**src/rtl/ffc_pkg.sv**
```systemverilog
// shared types, constants and helpers of the four-function calculator core
package ffc_pkg;

  localparam int unsigned DefWidth  = 16;
  localparam int unsigned MaxDigits = 5;
  localparam int unsigned BcdW      = 4 * MaxDigits;
  localparam int unsigned DigCntW   = $clog2(MaxDigits + 1);
  localparam int unsigned CmdDepth  = 2;

  typedef enum logic [1:0] {
    KIND_DIGIT  = 2'd0,
    KIND_OP     = 2'd1,
    KIND_EQUALS = 2'd2,
    KIND_CLEAR  = 2'd3
  } kind_e;

  typedef enum logic [1:0] {
    OP_ADD = 2'd0,
    OP_SUB = 2'd1,
    OP_MUL = 2'd2,
    OP_DIV = 2'd3
  } op_e;

  // work handed from front to back
  typedef enum logic [1:0] {
    CMD_CLEAR   = 2'd0,
    CMD_SHOW    = 2'd1,
    CMD_CALC    = 2'd2,
    CMD_DIVZERO = 2'd3
  } cmd_e;

  typedef enum logic [2:0] {
    B_IDLE,
    B_DIV,
    B_CONV,
    B_EMIT
  } back_state_e;

  typedef struct packed {
    kind_e       kind;
    logic [3:0]  digit;
    op_e         op_code;
  } key_t;

  typedef struct packed {
    logic [3:0]  digit_out;
    logic        negative;
    logic        error;
    logic        last;
  } result_t;

  typedef struct packed {
    cmd_e        cmd;
    op_e         op;
  } cmd_ctrl_t;

  // number of digits to show: highest non-zero digit, at least one,
  // all of them once the value has run past the digit register
  function automatic logic [DigCntW-1:0] dig_count(input logic [BcdW-1:0] bcd,
                                                   input logic            ovf);
    logic [DigCntW-1:0] n;
    n = DigCntW'(1);
    for (int i = 0; i < MaxDigits; i++) begin
      if (bcd[4*i +: 4] != 4'd0) begin
        n = DigCntW'(i + 1);
      end
    end
    if (ovf) begin
      n = DigCntW'(MaxDigits);
    end
    return n;
  endfunction

endpackage

```
**src/rtl/ffc_cmd_fifo.sv**
```systemverilog
// short command queue between the key front end and the arithmetic back end
module ffc_cmd_fifo #(
  parameter int unsigned W     = 8,
  parameter int unsigned DEPTH = 2
) (
  input  logic         clk_i,
  input  logic         rst_ni,
  input  logic         push_i,
  input  logic [W-1:0] data_i,
  input  logic         pop_i,
  output logic [W-1:0] data_o,
  output logic         empty_o,
  output logic         full_o
);

  localparam int unsigned PtrW = (DEPTH > 1) ? $clog2(DEPTH) : 1;
  localparam int unsigned CntW = $clog2(DEPTH + 1);

  logic [W-1:0]    mem_q [DEPTH];
  logic [PtrW-1:0] wr_ptr_q, wr_ptr_d;
  logic [PtrW-1:0] rd_ptr_q, rd_ptr_d;
  logic [CntW-1:0] cnt_q, cnt_d;
  logic            do_push, do_pop;

  assign empty_o = (cnt_q == CntW'(0));
  assign full_o  = (cnt_q == CntW'(DEPTH));
  assign do_push = push_i && !full_o;
  assign do_pop  = pop_i && !empty_o;
  assign data_o  = mem_q[rd_ptr_q];

  // pointer and fill level update
  always_comb begin
    wr_ptr_d = wr_ptr_q;
    rd_ptr_d = rd_ptr_q;
    cnt_d    = cnt_q;
    if (do_push) begin
      wr_ptr_d = (wr_ptr_q == PtrW'(DEPTH - 1)) ? PtrW'(0) : wr_ptr_q + PtrW'(1);
    end
    if (do_pop) begin
      rd_ptr_d = (rd_ptr_q == PtrW'(DEPTH - 1)) ? PtrW'(0) : rd_ptr_q + PtrW'(1);
    end
    if (do_push && !do_pop) begin
      cnt_d = cnt_q + CntW'(1);
    end else if (do_pop && !do_push) begin
      cnt_d = cnt_q - CntW'(1);
    end
  end

  always_ff @(posedge clk_i or negedge rst_ni) begin
    if (!rst_ni) begin
      wr_ptr_q <= '0;
      rd_ptr_q <= '0;
      cnt_q    <= '0;
    end else begin
      wr_ptr_q <= wr_ptr_d;
      rd_ptr_q <= rd_ptr_d;
      cnt_q    <= cnt_d;
    end
  end

  // entry storage
  always_ff @(posedge clk_i) begin
    if (do_push) begin
      mem_q[wr_ptr_q] <= data_i;
    end
  end

endmodule

```
**src/rtl/ffc_front.sv**
```systemverilog
// key front end: operand entry, pending operator and command issue
module ffc_front import ffc_pkg::*; #(
  parameter int unsigned WIDTH = DefWidth
) (
  input  logic             clk_i,
  input  logic             rst_ni,
  input  logic             key_valid_i,
  input  key_t             key_i,
  output logic             cmd_push_o,
  output cmd_ctrl_t        cmd_ctrl_o,
  output logic [WIDTH-1:0] cmd_a_o,
  output logic [WIDTH-1:0] cmd_b_o
);

  logic [WIDTH-1:0] first_q, first_d;
  logic [WIDTH-1:0] second_q, second_d;
  logic             op_valid_q, op_valid_d;
  op_e              op_q, op_d;
  logic             on_second_q, on_second_d;
  logic [WIDTH-1:0] entry_q, entry_x10, entry_next;

  // operand being typed, times ten plus the new digit
  assign entry_q    = on_second_q ? second_q : first_q;
  assign entry_x10  = (entry_q << 3) + (entry_q << 1);
  assign entry_next = entry_x10 + WIDTH'(key_i.digit);

  assign cmd_a_o = first_q;
  assign cmd_b_o = second_q;

  // key decode
  always_comb begin
    first_d     = first_q;
    second_d    = second_q;
    op_valid_d  = op_valid_q;
    op_d        = op_q;
    on_second_d = on_second_q;
    cmd_push_o  = 1'b0;
    cmd_ctrl_o  = '{cmd: CMD_SHOW, op: op_q};
    if (key_valid_i) begin
      case (key_i.kind)
        KIND_DIGIT: begin
          if (key_i.digit <= 4'd9) begin
            if (on_second_q) begin
              second_d = entry_next;
            end else begin
              first_d = entry_next;
            end
          end
        end
        KIND_OP: begin
          on_second_d = 1'b1;
          op_valid_d  = 1'b1;
          op_d        = key_i.op_code;
        end
        KIND_EQUALS: begin
          cmd_push_o = 1'b1;
          if (!op_valid_q) begin
            cmd_ctrl_o.cmd = CMD_SHOW;
          end else if (op_q == OP_DIV && second_q == '0) begin
            cmd_ctrl_o.cmd = CMD_DIVZERO;
            first_d        = '0;
            second_d       = '0;
            op_valid_d     = 1'b0;
            on_second_d    = 1'b0;
          end else begin
            cmd_ctrl_o.cmd = CMD_CALC;
          end
        end
        KIND_CLEAR: begin
          cmd_push_o     = 1'b1;
          cmd_ctrl_o.cmd = CMD_CLEAR;
          first_d        = '0;
          second_d       = '0;
          op_valid_d     = 1'b0;
          on_second_d    = 1'b0;
        end
        default: begin
          cmd_push_o = 1'b0;
        end
      endcase
    end
  end

  always_ff @(posedge clk_i or negedge rst_ni) begin
    if (!rst_ni) begin
      first_q     <= '0;
      second_q    <= '0;
      op_valid_q  <= 1'b0;
      op_q        <= OP_ADD;
      on_second_q <= 1'b0;
    end else begin
      first_q     <= first_d;
      second_q    <= second_d;
      op_valid_q  <= op_valid_d;
      op_q        <= op_d;
      on_second_q <= on_second_d;
    end
  end

endmodule

```
**src/rtl/ffc_back.sv**
```systemverilog
// arithmetic back end: operation, serial divide, binary to decimal, digit output
module ffc_back import ffc_pkg::*; #(
  parameter int unsigned WIDTH = DefWidth
) (
  input  logic             clk_i,
  input  logic             rst_ni,
  input  logic             cmd_empty_i,
  input  cmd_ctrl_t        cmd_ctrl_i,
  input  logic [WIDTH-1:0] cmd_a_i,
  input  logic [WIDTH-1:0] cmd_b_i,
  output logic             cmd_pop_o,
  output logic             res_valid_o,
  output result_t          res_o,
  input  logic             res_pop_i
);

  localparam int unsigned CntW = (WIDTH > 1) ? $clog2(WIDTH) : 1;

  back_state_e        state_q, state_d;
  logic [CntW-1:0]    cnt_q, cnt_d;
  logic [WIDTH-1:0]   bin_q, bin_d;
  logic [WIDTH-1:0]   rem_q, rem_d;
  logic [WIDTH-1:0]   dvs_q, dvs_d;
  logic [BcdW-1:0]    bcd_q, bcd_d;
  logic               ovf_q, ovf_d;
  logic [DigCntW-1:0] idx_q, idx_d;
  logic               neg_q, neg_d;
  logic               err_q, err_d;
  logic [WIDTH-1:0]   shown_q, shown_d;
  logic               shown_neg_q, shown_neg_d;
  result_t            out_q, out_d;
  logic               out_valid_q, out_valid_d;

  logic [2*WIDTH-1:0] prod;
  logic               a_ge_b;
  logic [WIDTH:0]     div_shift, div_diff;
  logic [BcdW-1:0]    bcd_adj;
  logic               out_free;
  logic               last_step;

  assign prod      = cmd_a_i * cmd_b_i;
  assign a_ge_b    = (cmd_a_i >= cmd_b_i);
  assign div_shift = {rem_q, bin_q[WIDTH-1]};
  assign div_diff  = div_shift - {1'b0, dvs_q};
  assign last_step = (cnt_q == CntW'(WIDTH - 1));
  assign out_free  = !out_valid_q || res_pop_i;

  // add three to every digit of five or more before the shift
  always_comb begin
    for (int i = 0; i < MaxDigits; i++) begin
      bcd_adj[4*i +: 4] = (bcd_q[4*i +: 4] >= 4'd5) ? bcd_q[4*i +: 4] + 4'd3
                                                   : bcd_q[4*i +: 4];
    end
  end

  assign res_valid_o = out_valid_q;
  assign res_o       = out_q;

  // sequencer
  always_comb begin
    state_d     = state_q;
    cnt_d       = cnt_q;
    bin_d       = bin_q;
    rem_d       = rem_q;
    dvs_d       = dvs_q;
    bcd_d       = bcd_q;
    ovf_d       = ovf_q;
    idx_d       = idx_q;
    neg_d       = neg_q;
    err_d       = err_q;
    shown_d     = shown_q;
    shown_neg_d = shown_neg_q;
    out_d       = out_q;
    out_valid_d = out_valid_q && !res_pop_i;
    cmd_pop_o   = 1'b0;
    case (state_q)
      B_IDLE: begin
        if (!cmd_empty_i) begin
          cmd_pop_o = 1'b1;
          cnt_d     = '0;
          bcd_d     = '0;
          ovf_d     = 1'b0;
          err_d     = 1'b0;
          case (cmd_ctrl_i.cmd)
            CMD_CLEAR: begin
              shown_d     = '0;
              shown_neg_d = 1'b0;
            end
            CMD_SHOW: begin
              bin_d   = shown_q;
              neg_d   = shown_neg_q;
              state_d = B_CONV;
            end
            CMD_DIVZERO: begin
              shown_d     = '0;
              shown_neg_d = 1'b0;
              neg_d       = 1'b0;
              err_d       = 1'b1;
              idx_d       = '0;
              state_d     = B_EMIT;
            end
            CMD_CALC: begin
              neg_d       = 1'b0;
              shown_neg_d = 1'b0;
              state_d     = B_CONV;
              case (cmd_ctrl_i.op)
                OP_ADD: begin
                  bin_d = cmd_a_i + cmd_b_i;
                end
                OP_SUB: begin
                  bin_d       = a_ge_b ? cmd_a_i - cmd_b_i : cmd_b_i - cmd_a_i;
                  neg_d       = !a_ge_b;
                  shown_neg_d = !a_ge_b;
                end
                OP_MUL: begin
                  bin_d = prod[WIDTH-1:0];
                end
                OP_DIV: begin
                  bin_d   = cmd_a_i;
                  rem_d   = '0;
                  dvs_d   = cmd_b_i;
                  state_d = B_DIV;
                end
                default: begin
                  bin_d = cmd_a_i;
                end
              endcase
              shown_d = bin_d;
            end
            default: begin
              state_d = B_IDLE;
            end
          endcase
        end
      end
      // restoring divide, one quotient bit a cycle into the dividend register
      B_DIV: begin
        if (!div_diff[WIDTH]) begin
          rem_d = div_diff[WIDTH-1:0];
        end else begin
          rem_d = div_shift[WIDTH-1:0];
        end
        bin_d = {bin_q[WIDTH-2:0], !div_diff[WIDTH]};
        cnt_d = cnt_q + CntW'(1);
        if (last_step) begin
          shown_d = bin_d;
          cnt_d   = '0;
          state_d = B_CONV;
        end
      end
      // shift-add-three conversion, low digits only, overflow kept sticky
      B_CONV: begin
        bcd_d = {bcd_adj[BcdW-2:0], bin_q[WIDTH-1]};
        ovf_d = ovf_q | bcd_adj[BcdW-1];
        bin_d = bin_q << 1;
        cnt_d = cnt_q + CntW'(1);
        if (last_step) begin
          idx_d   = dig_count(bcd_d, ovf_d) - DigCntW'(1);
          state_d = B_EMIT;
        end
      end
      // digits out, most significant first
      B_EMIT: begin
        if (out_free) begin
          out_valid_d     = 1'b1;
          out_d.digit_out = bcd_q[4*idx_q +: 4];
          out_d.negative  = neg_q;
          out_d.error     = err_q;
          out_d.last      = (idx_q == '0);
          if (idx_q == '0) begin
            state_d = B_IDLE;
          end else begin
            idx_d = idx_q - DigCntW'(1);
          end
        end
      end
      default: begin
        state_d = B_IDLE;
      end
    endcase
  end

  always_ff @(posedge clk_i or negedge rst_ni) begin
    if (!rst_ni) begin
      state_q     <= B_IDLE;
      out_valid_q <= 1'b0;
      shown_q     <= '0;
      shown_neg_q <= 1'b0;
    end else begin
      state_q     <= state_d;
      out_valid_q <= out_valid_d;
      shown_q     <= shown_d;
      shown_neg_q <= shown_neg_d;
    end
  end

  // datapath registers
  always_ff @(posedge clk_i) begin
    cnt_q <= cnt_d;
    bin_q <= bin_d;
    rem_q <= rem_d;
    dvs_q <= dvs_d;
    bcd_q <= bcd_d;
    ovf_q <= ovf_d;
    idx_q <= idx_d;
    neg_q <= neg_d;
    err_q <= err_d;
    out_q <= out_d;
  end

endmodule

```
**src/rtl/four_function_calculator_core.sv**
```systemverilog
// top level of the four-function calculator core
//
// Key events enter through a queue-style port: key_i is taken at a rising
// edge with push high and full low. Digit and operator keys are absorbed by
// the front end at once and give no result. Equals and clear keys become
// commands in a two-entry queue that the back end drains one at a time.
// Results leave through a queue-style port: while empty is low, result_o
// holds the oldest digit, taken at an edge with pop high; the run ends on
// the item with last set.
// An equals key for add, subtract, multiply or a repeated show passes
// through the serial binary to decimal converter, one bit a cycle; a
// divide first passes through the serial divider, one bit a cycle, and
// then through the converter. A divide by zero gives its error item
// without either step. One command is worked on at a time in the back
// end.
// When the receiver stalls, the back end holds its next digit, the queue
// fills and full rises; keys are then held off.
// Reset clears operands, pending operator, shown value and the queue.
module four_function_calculator_core import ffc_pkg::*; #(
  parameter int unsigned WIDTH = DefWidth
) (
  input  logic    clk_i,
  input  logic    rst_ni,
  input  logic    push,
  output logic    full,
  input  key_t    key_i,
  output logic    empty,
  input  logic    pop,
  output result_t result_o
);

  localparam int unsigned CmdW = $bits(cmd_ctrl_t) + 2 * WIDTH;

  logic             key_accept;
  logic             cmd_push, cmd_pop, cmd_empty, cmd_full;
  cmd_ctrl_t        fe_ctrl, hd_ctrl;
  logic [WIDTH-1:0] fe_a, fe_b, hd_a, hd_b;
  logic [CmdW-1:0]  fifo_wdata, fifo_rdata;
  logic             res_valid;

  // key transfer
  assign full       = cmd_full;
  assign key_accept = push && !cmd_full;

  ffc_front #(
    .WIDTH (WIDTH)
  ) u_front (
    .clk_i       (clk_i),
    .rst_ni      (rst_ni),
    .key_valid_i (key_accept),
    .key_i       (key_i),
    .cmd_push_o  (cmd_push),
    .cmd_ctrl_o  (fe_ctrl),
    .cmd_a_o     (fe_a),
    .cmd_b_o     (fe_b)
  );

  // command queue
  assign fifo_wdata = {fe_ctrl, fe_a, fe_b};
  assign {hd_ctrl, hd_a, hd_b} = fifo_rdata;

  ffc_cmd_fifo #(
    .W     (CmdW),
    .DEPTH (CmdDepth)
  ) u_cmd_fifo (
    .clk_i   (clk_i),
    .rst_ni  (rst_ni),
    .push_i  (cmd_push),
    .data_i  (fifo_wdata),
    .pop_i   (cmd_pop),
    .data_o  (fifo_rdata),
    .empty_o (cmd_empty),
    .full_o  (cmd_full)
  );

  ffc_back #(
    .WIDTH (WIDTH)
  ) u_back (
    .clk_i       (clk_i),
    .rst_ni      (rst_ni),
    .cmd_empty_i (cmd_empty),
    .cmd_ctrl_i  (hd_ctrl),
    .cmd_a_i     (hd_a),
    .cmd_b_i     (hd_b),
    .cmd_pop_o   (cmd_pop),
    .res_valid_o (res_valid),
    .res_o       (result_o),
    .res_pop_i   (pop)
  );

  assign empty = !res_valid;

  // an accepted equals or clear key is waiting in the queue next cycle
  a_cmd_queued: assert property (@(posedge clk_i) disable iff (!rst_ni)
    (key_accept && (key_i.kind == KIND_EQUALS || key_i.kind == KIND_CLEAR))
      |=> !cmd_empty)
    else $error("equals or clear key not queued");

  // an error item is a lone zero digit without sign
  a_error_item: assert property (@(posedge clk_i) disable iff (!rst_ni)
    (!empty && result_o.error)
      |-> (result_o.last && !result_o.negative && result_o.digit_out == 4'd0))
    else $error("malformed error item");

  // shown digits are decimal
  a_digit_range: assert property (@(posedge clk_i) disable iff (!rst_ni)
    !empty |-> (result_o.digit_out <= 4'd9))
    else $error("result digit out of decimal range");

endmodule

```
**config.mk**
```make
export PLATFORM = sky130hd
export DESIGN_NAME = four_function_calculator_core
export DESIGN_NICKNAME = d
export VERILOG_FILES = /design/src/rtl/ffc_pkg.sv /design/src/rtl/ffc_cmd_fifo.sv /design/src/rtl/ffc_front.sv /design/src/rtl/ffc_back.sv /design/src/rtl/four_function_calculator_core.sv
export SDC_FILE = /design/constraint.sdc
export NUM_CORES = 1
export LEC_CHECK = 0
export BUFFER_PORTS_ARGS = -buffer_cell sky130_fd_sc_hd__buf_4
export CAP_MARGIN = 20
export CELL_PAD_IN_SITES_DETAIL_PLACEMENT = 0
export CELL_PAD_IN_SITES_GLOBAL_PLACEMENT = 1
export CORE_MARGIN = 5
export CORE_UTILIZATION = 50
export CTS_BUF_LIST = sky130_fd_sc_hd__clkbuf_4
export CTS_CLUSTER_DIAMETER = 30
export DETAILED_ROUTE_END_ITERATION = 8
export PLACE_DENSITY = 0.87
export SETUP_SLACK_MARGIN = 0.1
export SYNTH_ARGS = -nofsm -noshare
export SYNTH_HDL_FRONTEND = slang
export SYNTH_HIERARCHICAL = 1
export SYNTH_SLANG_ARGS = --single-unit
```
**constraint.sdc**
```tcl
create_clock -name clk_i -period 19.09 [get_ports clk_i]
set_clock_uncertainty 0.15 [all_clocks]
set_input_delay 0.9545 -clock clk_i [delete_from_list [all_inputs] [get_ports clk_i]]
set_output_delay 0.9545 -clock clk_i [all_outputs]
set_load 0.02 [all_outputs]
```
==> impl_metrics.json <==
{
  "post-route-period-util_pct": 38.2,
  "wl_per_cell_um": 19.9,
  "slew_headroom_pct": 31.5,
  "syn-cell-area_um2": 18400,
  "fp.dieH_um": 202,
  "cts_tree": "done",
  "cp.required_ps": 19380,
  "syn_avg_cell_area_um2": 9.67,
  "netlist_instances": 1897,
  "crit_path_max_fanout": 37,
  "nNetsFinal": 2175,
  "critical-path-max-stage-delay_ps": 560,
  "cts_sinks": 217,
  "via_count": 14226,
  "drt_iter0_drc": 1194,
  "synth_fp_nets": 2154,
  "yosys.area.top_type": "edfxtp_1",
  "crit_chain": "buf_4, mux2_4, inv_1, nor2_1, fa_1, inv_1, fa_1, fa_1, fa_1, inv_1, fa_1, inv_1, fa_1, inv_1, ha_1, a21oi_1, nand2b_1, inv_1, o31ai_1, xnor2_1, nor2b_1, o32ai_1, a22o_1",
  "async_reset_ff_share_pct": 27.6,
  "numCtsBuffers": 56,
  "fin_setup_tns_ps": 0,
  "drc": 0,
  "track_usage_pct": 23.6,
  "yosysTopAreaCellShare_pct": 25.7,
  "hold_viol_final": 0,
  "hold_buffers": 0,
  "setup.worst_path.end_class": "flop",
  "final-setup-viol-count": 0,
  "outcome": "complete, no violations",
  "fin_ws_ps": 11800,
  "grt_pass1_vias": 14457,
  "tightest_slew_ps": 1000,
  "dp_slack_ps": 11840,
  "clk-insertion-delay-late_ps": 700,
  "critPathKind": "reg -> reg",
  "area_delta_synth_final_pct": 6.59,
  "ys_seq_area_share_pct": 33.9,
  "gp_congestion": 0.956,
  "post_cts_buffers": 0,
  "hold_class": "in -> async",
  "fmax_mhz": 137,
  "ys_warn_count": 6,
  "synth-edff-count": 157,
  "grt_max_degree": 61,
  "grt-ovfl-total": 0,
  "ioPinCount": 21,
  "cts.repair.resized": 0,
  "io_buffers": 20,
  "die-area_um2": 40600,
  "slowest_stage": "fa_1",
  "dpl_cell_area_um2": 18800,
  "synth_ff_type": "edfxtp_1",
  "synth_common_cells": "inv_1, nand2_1, nor2_1",
  "core_um2": 36400,
  "avgViaCountPerCell": 5.84,
  "yosys.cell_types.count": 94,
  "die_x_um": 202,
  "cts.reportedPaths.clkPinSlew_ps": 70,
  "stdcell_area_um2": 19600,
  "grt_pass1_wl_um": 77700,
  "post-route-min-period_ps": 7290,
  "drv_slew": 0,
  "dp_hpwl_um": 36700,
  "yosysMostFrequentCell": "inv_1",
  "cp.arrival_ps": 7580,
  "antenna_found_initial": 1,
  "htreeDepth": 2,
  "synth_area_leaders": "edfxtp_1, ha_1, fa_1",
  "startpoint_type": "flop",
  "initial_utilization_pct": 50.4,
  "cp_top_family": "adder cells",
  "clock-root-buffer": "clkbuf_4",
  "ys_seq_elements": 217,
  "num_rows": 70,
  "clock_path_buffers": 3,
  "drt-pass1-iter-count": 7,
  "rsz0062_at_grt": "no",
  "critical_path_buf_inv_count": 7,
  "drt-total-wl_um": 48400,
  "drive_gt1_share_pct": 11.1,
  "ant_nets": 0,
  "max_cap_viol_count": 0
}
[flip-flops by register name, indices dropped and copies added, names as in the netlist, 2 cells and up]
register          cells
u_back/res_o          7
u_back/bcd_q         20
u_cmd_fifo/mem_q     72
u_back/bin_q         16
u_front/op_q          2
u_back/shown_q       16
u_back/dvs_q         16
u_front/cmd_a_o      16
u_cmd_fifo/cnt_q      2
u_front/cmd_b_o      16
u_back/state_q        2
u_back/idx_q          3
u_back/cnt_q          4
u_back/rem_q         16
[cell type report]
| class | instances | area [um2] |
|---|---|---|
| repair buffers | 31 | 233 |
| inverters | 234 | 878 |
| clock inverters | 32 | 186 |
| well taps | 468 | 586 |
| flip-flops and latches | 217 | 6220 |
| clock buffers | 74 | 556 |
| multi-input cells | 1378 | 10900 |
| diodes | 1 | 2.50 |
| fillers | 3289 | 16900 |
[metal layers]
layer  wire length (um)  global-route usage [%]  part of all wire, %  up-vias
li1                   -                       -                    -     6663
met1              20800                    31.6                   43     6931
met2              22600                    38.7                   47      520
met3               2890                    3.56                  6.0      112
met4               2110                    9.84                  4.4        0
met5                  0                       0                    0        -
[logic make-up after synthesis]
kind of cell,synth area share (%)
compound gates,13.8
fa+ha+maj,20.2
flops,33.9
buf+inv,6.76
simple gates,14.4
xor+xnor,3.61
mux,7.31
[through the flow]
step                      hold WS (ps)  util, %  std cells
final                              203     53.7       2435
after global routing               225     53.7       2435
after CTS                          181     53.7       2434
after detailed placement           263     51.6       2328
after global placement             261     51.6       2328
after floorplan                    250        -       1897
[layout by cell type (no fill, tap or decap), types with 9 or more instances in the layout]
cell	instances
inv_1	226
nand2_1	200
nor2_1	180
ha_1	159
edfxtp_1	157
a21oi_1	91
fa_1	86
o21ai_0	82
clkbuf_4	74
dfrtp_1	59
xnor2_1	55
mux2_4	39
mux2i_1	35
nor3_1	35
nand3_1	34
buf_4	31
mux2_2	30
clkinv_1	29
a21o_1	24
nor2b_1	23
nand2b_1	20
xor2_1	18
o211ai_1	17
a31oi_1	15
o31ai_1	15
nor3b_1	14
o21a_1	14
a211oi_1	13
and3_1	12
and2_1	10
a22oi_1	10
o221ai_1	9
[path summary, 6_finish.rpt]
check | from | end | slack [ps] | depth (start not counted)
hold / removal | rst_ni | u_front/on_second_q | 200 | 1
setup / recovery | u_cmd_fifo/rd_ptr_q | u_back/bin_q[15] | 11800 | 23
setup reg to reg | u_cmd_fifo/rd_ptr_q | u_back/bin_q[15] | 11800 | 23
max in group asynchronous | rst_ni | u_cmd_fifo/rd_ptr_q | 17990 | 1
hold reg to reg | u_back/neg_q | u_back/res_o[2] | 270 | 0
min in group clk_i | u_back/neg_q | u_back/res_o[2] | 270 | 0
Power is not shown: default switching activity piles up to over one toggle a cycle in this logic, so the estimate is an artifact.
